<file path="config.mk">
export PLATFORM = sky130hd
export DESIGN_NAME = bus_decoder_bank_mapper_unit
export DESIGN_NICKNAME = d
export VERILOG_FILES = /design/src/rtl/core/bdbm_pkg.sv /design/src/rtl/core/bus_decoder_bank_mapper_unit.sv /design/src/rtl/core/bdbm_front.sv /design/src/rtl/core/bdbm_queue.sv /design/src/rtl/core/bdbm_back.sv
export SDC_FILE = /design/constraint.sdc
export NUM_CORES = 2
export LEC_CHECK = 0
export ABC_AREA = 1
export ABC_CLOCK_PERIOD_IN_PS = 6570
export BUFFER_PORTS_ARGS = -buffer_cell sky130_fd_sc_hd__buf_2
export CORE_ASPECT_RATIO = 0.7
export CORE_UTILIZATION = 60
export CTS_CLUSTER_SIZE = 16
export DETAILED_ROUTE_END_ITERATION = 10
export PLACE_DENSITY_LB_ADDON = 0.3
export SKIP_CTS_REPAIR_TIMING = 1
export SYNTH_ARGS = -nofsm -noshare
export SYNTH_HDL_FRONTEND = slang
export SYNTH_SLANG_ARGS = --single-unit
</file>
<file path="constraint.sdc">
create_clock -name i_clk -period 6.57 [get_ports i_clk]
set_input_delay 0 -clock i_clk [delete_from_list [all_inputs] [get_ports i_clk]]
set_output_delay 0 -clock i_clk [all_outputs]
set_load 0.05 [all_outputs]
</file>
<file path="src/rtl/core/bdbm_pkg.sv">
// ----------------------------------------------------------------------------
// bdbm_pkg
// shared types, target codes and boot image for the bank mapper
// ----------------------------------------------------------------------------
`default_nettype none
package bdbm_pkg;

    typedef enum logic [3:0] {
        TGT_NONE  = 4'd0,
        TGT_BOOT  = 4'd1,
        TGT_ROM   = 4'd2,
        TGT_VRAM  = 4'd3,
        TGT_XRAM  = 4'd4,
        TGT_WRAM  = 4'd5,
        TGT_OAM   = 4'd6,
        TGT_JOYP  = 4'd7,
        TGT_TIMER = 4'd8,
        TGT_VIDEO = 4'd9,
        TGT_IF    = 4'd10,
        TGT_IE    = 4'd11,
        TGT_HRAM  = 4'd12,
        TGT_BANK  = 4'd13
    } t_target;

    // classified request from front to back
    typedef struct packed {
        logic        wr;
        logic [15:0] addr;
        logic [7:0]  data;
        t_target     tgt;
        logic        leave_boot;
    } t_req;

    typedef struct packed {
        t_target     tgt;
        logic [20:0] phys;
        logic        fwd;
        logic [7:0]  fdata;
        logic [7:0]  rdata;
        logic        ram_en;
    } t_res;

    localparam int HIGH_RAM_DEPTH = 128;

    localparam logic [15:0] BOOT_EXIT_PC = 16'h0100;

    function automatic logic [7:0] boot_rom(input logic [7:0] a);
        logic [7:0] img [256];
        img = '{
8'h31,8'hFE,8'hFF,8'hAF,8'h21,8'hFF,8'h9F,8'h32,8'hCB,8'h7C,8'h20,8'hFB,8'h21,8'h26,8'hFF,8'h0E,
8'h11,8'h3E,8'h80,8'h32,8'hE2,8'h0C,8'h3E,8'hF3,8'hE2,8'h32,8'h3E,8'h77,8'h77,8'h3E,8'hFC,8'hE0,
8'h47,8'h11,8'h04,8'h01,8'h21,8'h10,8'h80,8'h1A,8'hCD,8'h95,8'h00,8'hCD,8'h96,8'h00,8'h13,8'h7B,
8'hFE,8'h34,8'h20,8'hF3,8'h11,8'hD8,8'h00,8'h06,8'h08,8'h1A,8'h13,8'h22,8'h23,8'h05,8'h20,8'hF9,
8'h3E,8'h19,8'hEA,8'h10,8'h99,8'h21,8'h2F,8'h99,8'h0E,8'h0C,8'h3D,8'h28,8'h08,8'h32,8'h0D,8'h20,
8'hF9,8'h2E,8'h0F,8'h18,8'hF3,8'h67,8'h3E,8'h64,8'h57,8'hE0,8'h42,8'h3E,8'h91,8'hE0,8'h40,8'h04,
8'h1E,8'h02,8'h0E,8'h0C,8'hF0,8'h44,8'hFE,8'h90,8'h20,8'hFA,8'h0D,8'h20,8'hF7,8'h1D,8'h20,8'hF2,
8'h0E,8'h13,8'h24,8'h7C,8'h1E,8'h83,8'hFE,8'h62,8'h28,8'h06,8'h1E,8'hC1,8'hFE,8'h64,8'h20,8'h06,
8'h7B,8'hE2,8'h0C,8'h3E,8'h87,8'hF2,8'hF0,8'h42,8'h90,8'hE0,8'h42,8'h15,8'h20,8'hD2,8'h05,8'h20,
8'h4F,8'h16,8'h20,8'h18,8'hCB,8'h4F,8'h06,8'h04,8'hC5,8'hCB,8'h11,8'h17,8'hC1,8'hCB,8'h11,8'h17,
8'h05,8'h20,8'hF5,8'h22,8'h23,8'h22,8'h23,8'hC9,8'hCE,8'hED,8'h66,8'h66,8'hCC,8'h0D,8'h00,8'h0B,
8'h03,8'h73,8'h00,8'h83,8'h00,8'h0C,8'h00,8'h0D,8'h00,8'h08,8'h11,8'h1F,8'h88,8'h89,8'h00,8'h0E,
8'hDC,8'hCC,8'h6E,8'hE6,8'hDD,8'hDD,8'hD9,8'h99,8'hBB,8'hBB,8'h67,8'h63,8'h6E,8'h0E,8'hEC,8'hCC,
8'hDD,8'hDC,8'h99,8'h9F,8'hBB,8'hB9,8'h33,8'h3E,8'h3C,8'h42,8'hB9,8'hA5,8'hB9,8'hA5,8'h42,8'h4C,
8'h21,8'h04,8'h01,8'h11,8'hA8,8'h00,8'h1A,8'h13,8'hBE,8'h20,8'hFE,8'h23,8'h7D,8'hFE,8'h34,8'h20,
8'hF5,8'h06,8'h19,8'h78,8'h86,8'h23,8'h05,8'h20,8'hFB,8'h86,8'h20,8'hFE,8'h3E,8'h01,8'hE0,8'h50
        };
        return img[a];
    endfunction

endpackage
`default_nettype wire

</file>
<file path="src/rtl/core/bus_decoder_bank_mapper_unit.sv">
// ----------------------------------------------------------------------------
// empty falls when an accepted request has passed the queue into the result register
// throughput: one request per cycle while pop keeps up; full holds off push otherwise
// reset: synchronous active low; bank, interrupt and overlay state reset at once,
// never-written high ram entries read zero, entry 5 0xFF, through valid bits
// ----------------------------------------------------------------------------
`default_nettype none
module bus_decoder_bank_mapper_unit import bdbm_pkg::*; (
    input  wire logic        i_clk,
    input  wire logic        i_rst_n,
    input  wire logic        i_cfg_we,
    input  wire logic        i_cfg_data,
    input  wire logic        push,
    output logic             full,
    input  wire logic        i_action,
    input  wire logic [15:0] i_address,
    input  wire logic [7:0]  i_write_byte,
    input  wire logic [15:0] i_cpu_pc,
    output logic             empty,
    input  wire logic        pop,
    output logic [3:0]       o_target,
    output logic [20:0]      o_phys_address,
    output logic             o_forward_write,
    output logic [7:0]       o_forward_data,
    output logic [7:0]       o_read_byte,
    output logic             o_ram_enabled
);
    localparam int AW = $clog2(HIGH_RAM_DEPTH);

    logic r_mbc1;
    logic w_take;
    t_req w_freq;
    t_req w_qreq;
    t_req w_breq;
    logic w_qempty;
    logic w_bvalid;
    logic w_btake;
    t_res w_res;
    logic [HIGH_RAM_DEPTH-1:0] r_hv;
    logic r_hmiss;
    logic [AW-1:0] w_idx;

    always_ff @(posedge i_clk) begin
        if (!i_rst_n) begin
            r_mbc1 <= 1'b0;
        end else if (i_cfg_we) begin
            r_mbc1 <= i_cfg_data;
        end
    end

    assign w_take = push && !full;

    bdbm_front u_front (
        .i_clk(i_clk), .i_rst_n(i_rst_n), .i_take(w_take), .i_wr(i_action),
        .i_addr(i_address), .i_data(i_write_byte), .i_pc(i_cpu_pc), .o_req(w_freq)
    );

    bdbm_queue u_queue (
        .i_clk(i_clk), .i_rst_n(i_rst_n), .i_push(push), .i_req(w_freq), .o_full(full),
        .i_pop(w_btake), .o_empty(w_qempty), .o_req(w_qreq)
    );

    assign w_breq = w_qreq;
    assign w_idx  = w_qreq.addr[AW-1:0];

    bdbm_back u_back (
        .i_clk(i_clk), .i_rst_n(i_rst_n), .i_mbc1(r_mbc1), .i_valid(!w_qempty),
        .i_req(w_breq), .o_take(w_btake), .o_valid(w_bvalid), .i_pop(pop),
        .o_res(w_res)
    );

    always_ff @(posedge i_clk) begin
        if (!i_rst_n) begin
            r_hv <= '0;
        end else if (w_btake && w_qreq.tgt == TGT_HRAM && w_qreq.wr) begin
            r_hv[w_idx] <= 1'b1;
        end
    end

    always_ff @(posedge i_clk) begin
        if (w_btake) r_hmiss <= (w_qreq.tgt == TGT_HRAM) && !w_qreq.wr && !r_hv[w_idx];
    end

    assign empty           = !w_bvalid;
    assign o_target        = w_res.tgt;
    assign o_phys_address  = w_res.phys;
    assign o_forward_write = w_res.fwd;
    assign o_forward_data  = w_res.fdata;
    assign o_read_byte     = r_hmiss ? ((o_phys_address[6:0] == 7'd5) ? 8'hFF : 8'h00)
                                     : w_res.rdata;
    assign o_ram_enabled   = w_res.ram_en;
endmodule
`default_nettype wire

</file>
<file path="src/rtl/core/bdbm_front.sv">
// ----------------------------------------------------------------------------
// bdbm_front
// address map decode and boot overlay tracking
// ----------------------------------------------------------------------------
`default_nettype none
module bdbm_front import bdbm_pkg::*; (
    input  wire logic        i_clk,
    input  wire logic        i_rst_n,
    input  wire logic        i_take,
    input  wire logic        i_wr,
    input  wire logic [15:0] i_addr,
    input  wire logic [7:0]  i_data,
    input  wire logic [15:0] i_pc,
    output t_req             o_req
);
    logic    r_boot;
    logic    n_boot;
    t_target w_tgt;
    logic [7:0] w_lo;
    logic    w_leave;

    assign w_lo = i_addr[7:0];

    always_comb begin
        w_tgt   = TGT_NONE;
        w_leave = 1'b0;
        if (!i_addr[15]) begin
            if (i_wr) begin
                w_tgt = TGT_BANK;
            end else if (r_boot && i_addr[15:8] == 8'h00) begin
                w_tgt = TGT_BOOT;
            end else begin
                w_tgt   = TGT_ROM;
                w_leave = (i_addr[15:12] == 4'h0) && r_boot && (i_pc == BOOT_EXIT_PC);
            end
        end else if (i_addr[15:13] == 3'b100) begin
            w_tgt = TGT_VRAM;
        end else if (i_addr[15:13] == 3'b101) begin
            w_tgt = TGT_XRAM;
        end else if (i_addr < 16'hFE00) begin
            w_tgt = TGT_WRAM;
        end else if (i_addr[15:8] == 8'hFE) begin
            if (w_lo < 8'hA0) w_tgt = TGT_OAM;
        end else if (w_lo == 8'h00) begin
            w_tgt = TGT_JOYP;
        end else if (w_lo == 8'h0F) begin
            w_tgt = TGT_IF;
        end else if (w_lo >= 8'h04 && w_lo <= 8'h07) begin
            w_tgt = TGT_TIMER;
        end else if (w_lo >= 8'h40 && w_lo <= 8'h7F) begin
            w_tgt = TGT_VIDEO;
        end else if (w_lo == 8'hFF) begin
            w_tgt = TGT_IE;
        end else if (w_lo[7]) begin
            w_tgt = TGT_HRAM;
        end
    end

    assign n_boot = (i_take && w_leave) ? 1'b0 : r_boot;

    always_ff @(posedge i_clk) begin
        if (!i_rst_n) begin
            r_boot <= 1'b1;
        end else begin
            r_boot <= n_boot;
        end
    end

    assign o_req = '{wr: i_wr, addr: i_addr, data: i_data, tgt: w_tgt, leave_boot: w_leave};
endmodule
`default_nettype wire

</file>
<file path="src/rtl/core/bdbm_queue.sv">
// ----------------------------------------------------------------------------
// bdbm_queue
// two-entry register queue between front and back
// ----------------------------------------------------------------------------
`default_nettype none
module bdbm_queue import bdbm_pkg::*; (
    input  wire logic i_clk,
    input  wire logic i_rst_n,
    input  wire logic i_push,
    input  wire t_req i_req,
    output logic      o_full,
    input  wire logic i_pop,
    output logic      o_empty,
    output t_req      o_req
);
    t_req       r_mem [2];
    logic       r_wp;
    logic       r_rp;
    logic [1:0] r_cnt;

    assign o_full  = r_cnt[1];
    assign o_empty = (r_cnt == 2'd0);
    assign o_req   = r_mem[r_rp];

    always_ff @(posedge i_clk) begin
        if (i_push && !o_full) r_mem[r_wp] <= i_req;
    end

    always_ff @(posedge i_clk) begin
        if (!i_rst_n) begin
            r_wp  <= 1'b0;
            r_rp  <= 1'b0;
            r_cnt <= 2'd0;
        end else begin
            if (i_push && !o_full) r_wp <= ~r_wp;
            if (i_pop && !o_empty) r_rp <= ~r_rp;
            r_cnt <= r_cnt + {1'b0, i_push && !o_full} - {1'b0, i_pop && !o_empty};
        end
    end
endmodule
`default_nettype wire

</file>
<file path="src/rtl/core/bdbm_back.sv">
// ----------------------------------------------------------------------------
// bdbm_back
// bank registers, interrupt bytes, high ram and result register
// ----------------------------------------------------------------------------
`default_nettype none
module bdbm_back import bdbm_pkg::*; (
    input  wire logic i_clk,
    input  wire logic i_rst_n,
    input  wire logic i_mbc1,
    input  wire logic i_valid,
    input  wire t_req i_req,
    output logic      o_take,
    output logic      o_valid,
    input  wire logic i_pop,
    output t_res      o_res
);
    localparam int AW = $clog2(HIGH_RAM_DEPTH);

    logic [6:0] r_rom_bank;
    logic [6:0] r_win_bank;
    logic [1:0] r_ram_bank;
    logic       r_mode;
    logic       r_ram_en;
    logic [7:0] r_ie;
    logic [7:0] r_if;
    logic [7:0] r_hram [HIGH_RAM_DEPTH];
    logic       r_valid;
    t_res       r_res;
    logic       r_hsel;
    logic [7:0] r_hdata;
    t_res       n_res;
    logic       w_go;
    logic [AW-1:0] w_idx;
    logic [4:0] w_low;
    logic       w_bank;

    assign o_take  = i_valid && (!r_valid || i_pop);
    assign w_go    = o_take;
    assign o_valid = r_valid;
    assign w_idx   = i_req.addr[AW-1:0];
    assign w_low   = (i_req.data[4:0] == 5'd0) ? 5'd1 : i_req.data[4:0];
    assign w_bank  = w_go && i_req.tgt == TGT_BANK && i_mbc1;

    always_comb begin
        n_res = '0;
        n_res.tgt = i_req.tgt;
        unique case (i_req.tgt)
            TGT_BOOT, TGT_BANK: n_res.phys = {5'd0, i_req.addr};
            TGT_ROM: n_res.phys = i_req.addr[14] ?
                {r_win_bank, i_req.addr[13:0]} : {5'd0, i_req.addr};
            TGT_VRAM, TGT_WRAM: n_res.phys = {8'd0, i_req.addr[12:0]};
            TGT_XRAM: n_res.phys = {6'd0, r_ram_bank, i_req.addr[12:0]};
            TGT_HRAM: n_res.phys = {14'd0, i_req.addr[6:0]};
            TGT_NONE: n_res.phys = '0;
            default: n_res.phys = {13'd0, i_req.addr[7:0]};
        endcase
        n_res.fwd = i_req.wr && (i_req.tgt inside {TGT_VRAM, TGT_XRAM, TGT_WRAM,
            TGT_OAM, TGT_JOYP, TGT_TIMER, TGT_VIDEO});
        n_res.fdata = n_res.fwd ? i_req.data : 8'd0;
        if (!i_req.wr) begin
            case (i_req.tgt)
                TGT_BOOT: n_res.rdata = boot_rom(i_req.addr[7:0]);
                TGT_IF:   n_res.rdata = r_if;
                TGT_IE:   n_res.rdata = r_ie;
                default:  n_res.rdata = 8'd0;
            endcase
        end
        n_res.ram_en = r_ram_en;
        if (w_bank && i_req.addr[14:13] == 2'd0) n_res.ram_en = (i_req.data[3:0] == 4'hA);
    end

    always_ff @(posedge i_clk) begin
        if (w_go && i_req.tgt == TGT_HRAM && i_req.wr) r_hram[w_idx] <= i_req.data;
        if (w_go) begin
            r_hdata <= r_hram[w_idx];
            r_res   <= n_res;
            r_hsel  <= (i_req.tgt == TGT_HRAM) && !i_req.wr;
        end
    end

    always_ff @(posedge i_clk) begin
        if (!i_rst_n) begin
            r_valid    <= 1'b0;
            r_rom_bank <= 7'd0;
            r_win_bank <= 7'd1;
            r_ram_bank <= 2'd0;
            r_mode     <= 1'b0;
            r_ram_en   <= 1'b0;
            r_ie       <= 8'd0;
            r_if       <= 8'd0;
        end else begin
            if (w_go) r_valid <= 1'b1;
            else if (i_pop) r_valid <= 1'b0;
            if (w_bank) begin
                case (i_req.addr[14:13])
                    2'd0: r_ram_en <= n_res.ram_en;
                    2'd1: begin
                        r_rom_bank <= {r_rom_bank[6:5], w_low};
                        r_win_bank <= {r_rom_bank[6:5], w_low};
                    end
                    2'd2: begin
                        if (r_mode) begin
                            r_ram_bank <= i_req.data[1:0];
                        end else begin
                            r_rom_bank <= {i_req.data[1:0], r_rom_bank[4:0]};
                            r_win_bank <= {i_req.data[1:0], r_rom_bank[4:0]};
                        end
                    end
                    default: r_mode <= i_req.data[0];
                endcase
            end
            if (w_go && i_req.wr && i_req.tgt == TGT_IF) r_if <= i_req.data;
            if (w_go && i_req.wr && i_req.tgt == TGT_IE) r_ie <= i_req.data;
        end
    end

    // high ram reset image: zero, entry 5 is 0xFF; supplied by valid bits in top
    always_comb begin
        o_res = r_res;
        if (r_hsel) o_res.rdata = r_hdata;
    end
endmodule
`default_nettype wire

</file>
==> metrics.txt <==
RSZ-0062 raised after global routing false; Sum Neg Setup Slack 0 ps; ANT nets after route 0; max-cap violations 0; clk sink count 1305; Cells after Synth 4904; area occupied by multi-input gates 13700 µm²; CP cell instances inv_2, nand2_1, nand2_2, nand2_2, inv_8, buf_4, buf_4, nand2_1, nand4_1, nand2_1, nand4_1, nand3_1, nand4_1; largest cells by area after synthesis edfxtp_1 (64%), nand2_1 (11%), dfxtp_1 (6.3%); Critical path buffers and inverters 4; Final Core Density 67.3%; CP Launch Type flip-flop; critical path fanouts, max 121; Clock transition at path regs 70 ps; die height 252 µm; Largest stage delay, worst path between 600 and 700 ps; dominant cell by count in the synthesized netlist nand2_1; via/cell ratio 6.20; first-pass GRT wire length 230 mm; Syn-to-layout area delta 10.7%; fin crit period 4740 ps; Max transition margin between 20% and 30%; Die W 359 µm; CTS root buf clkbuf_16; Worst VDD drop 0.392 mV; Starting DRT DRC Count 6121; final non-filler cell total around 6200; Fillers 6443; Cell variety after synth 41; CP Capture Type flip-flop; crit path DAT ~5300 ps; first drt pass iteration count 6; worst hold margin about 37 ps; compound-gate portion of the synthesized area 6.31%; layout cells sized above 1 8.17%; WL/cell between 20 and 30 µm; Initial Utilization ~61%; final WL 156 mm; Least-Margin Pin Slew 1180 ps; vias 38600; nets around 5000; Core Area 88200 µm²; fmax around 210 MHz; FF+latch area 37500 µm²; Synth Register Bits roughly 1300; mux contribution to synthesized area less than 1%; status completed; largest family of logic cells by synthesized area simple AND/OR/NAND/NOR gates; Placement Setup Slack 1850 ps; clk_skew 68.0 ps; number of buffers added on ports 91; endpoints failing hold 0; Post-Synth XOR/XNOR Area 0.0163%; CP Class flip-flop to flip-flop; CP Data Required Time approximately 7200 ps; period utilization 72.2%; adder-cell share of the synthesized area 0.630%; CTS Buf Count 115; DRC 0; Layout Cell Area excl Fill 59400 µm²; Hold Crit Class input pin to flip-flop; initial antenna violation count 2; top cell type's share of synthesized area between 60% and 70%; gr ovfl total 0; clk_lat worst skew roughly 750 ps; dominant synthesized flop cell edfxtp_1; final worst slack 1830 ps; Power, Total 26.8 mW; CTS tree yes; async set-reset flop share out of synthesis 0%; Crit path max-delay family simple AND/OR/NAND/NOR gates; fin. max-slew vios 0; Final GP Congestion approximately 1; DP Wirelength ~96 mm; Synth Area in Simple Gates a little under a fifth; largest net degree at the start of global routing 134; synthesized area around 54000 µm²; number of synthesized flops with an enable pin 1135; register area share after synthesis 69.9%; # rows 91; overall routing resource usage 34.1%; die area 90600 µm²; Slowest cell on crit path inv_8; Syn Area/Cell roughly 11 µm²; placed cell area 55100 µm²; Pleak 22.0 nW; H-tree depth 3; Ys Warns 0; Commonest cells post-synth nand2_1 (1510), edfxtp_1 (1135), nor2_1 (370), inv_1 (318), o21ai_0 (243); syn nets roughly 5000; PD cells between 400 and 500 nW/µm²; io pins between 90 and 100; vias in the first global route 36100; setup violators final 0; Max Root-Sink Buffers 3; Placed Cells 5977; Yosys top cell by area edfxtp_1
[power breakdown]
group / switching [mW] / internal (mW) / total (mW) / leakage [nW]
Clock: 3.06 / 3.93 / 6.99 / 1.90
Sequential: 0.144 / 10.1 / 10.3 / 11.6
Combinational: 7.48 / 2.03 / 9.51 / 8.53
[cell type report]
cell class                 count  area share, %
antenna                        1        0.00421
clock inverter                64           1.25
multi-input combinational   3005           23.1
sequential                  1305           63.1
clock buffer                 155           5.30
inverter                     324           2.09
tap                         1162           2.45
timing repair buffer         215           2.65
[kinds of logic (layout without fill, tap and decap cells)]
group	after synthesis	in the layout
AND/OR/NAND/NOR	2377	2377
flip-flops	1305	1305
AO/OA/AOI/OAI	599	599
buffers and inverters	594	758
adder cells (fa/ha/maj)	27	27
XOR/XNOR	1	1
multiplexers	1	1
other	0	1
[sequential cells by signal, summed over array words and instances (netlist names), named ones only]
| register | flops |
|---|---|
| u_back.r_hram | 1024 |
| r_hv | 128 |
| u_queue.r_mem | 58 |
| u_back.o_res | 35 |
| u_back.r_hdata | 8 |
| u_back.r_ie | 8 |
| u_back.r_if | 8 |
| u_back.r_res | 8 |
| u_back.r_rom_bank | 7 |
| u_back.r_win_bank | 7 |
| u_back.r_ram_bank | 2 |
| u_queue.r_cnt | 2 |
| r_hmiss | 1 |
| r_mbc1 | 1 |
| u_back.o_valid | 1 |
| u_back.r_hsel | 1 |
| u_back.r_mode | 1 |
| u_back.r_ram_en | 1 |
| u_front.r_boot | 1 |
| u_queue.r_rp | 1 |
| u_queue.r_wp | 1 |
[worst register-to-register path: stages (launching register included)]
cell and delay (ps):
dfxtp_1 500, inv_2 480, nand2_1 120, nand2_2 520, nand2_2 240, inv_8 610
buf_4 430, buf_4 480, nand2_1 160, nand4_1 110, nand2_1 60, nand4_1 260
nand3_1 420, nand4_1 260
[metal layers]
metal	track usage (%)	part of all wire [%]
met4	11.1	3.2
met3	9.23	14
met2	49.0	43
met5	0	0.0077
met1	50.7	40
[placed cells by master (no fill, tap or decap), drive strengths merged, types with 4 or more instances in the layout]
| master | n |
|---|---|
| a21oi | 193 |
| a22oi | 114 |
| a311oi | 6 |
| buf | 181 |
| bufinv | 14 |
| clkbuf | 155 |
| clkinv | 45 |
| clkinvlp | 4 |
| dfxtp | 170 |
| dlygate4sd3 | 34 |
| edfxtp | 1135 |
| ha | 27 |
| inv | 325 |
| nand2 | 1511 |
| nand3 | 217 |
| nand3b | 6 |
| nand4 | 224 |
| nor2 | 379 |
| nor3 | 12 |
| nor4 | 8 |
| o211ai | 8 |
| o21a | 4 |
| o21ai | 256 |
| o22ai | 6 |
| or2 | 20 |
[final timing paths]
| kind | cells after the start | slack (ps) | start | endpoint |
|---|---|---|---|---|
| max | 13 | 1830 | flip-flop | u_back.r_hdata[1] |
| min | 2 | 40 | i_write_byte[5] | u_queue.r_mem[0][10] |
| max reg2reg | 13 | 1830 | flip-flop | u_back.r_hdata[1] |
| min reg2reg | 2 | 440 | u_back.r_rom_bank[0] | u_back.r_rom_bank[0] |
Power figures use the tool's default switching activity.
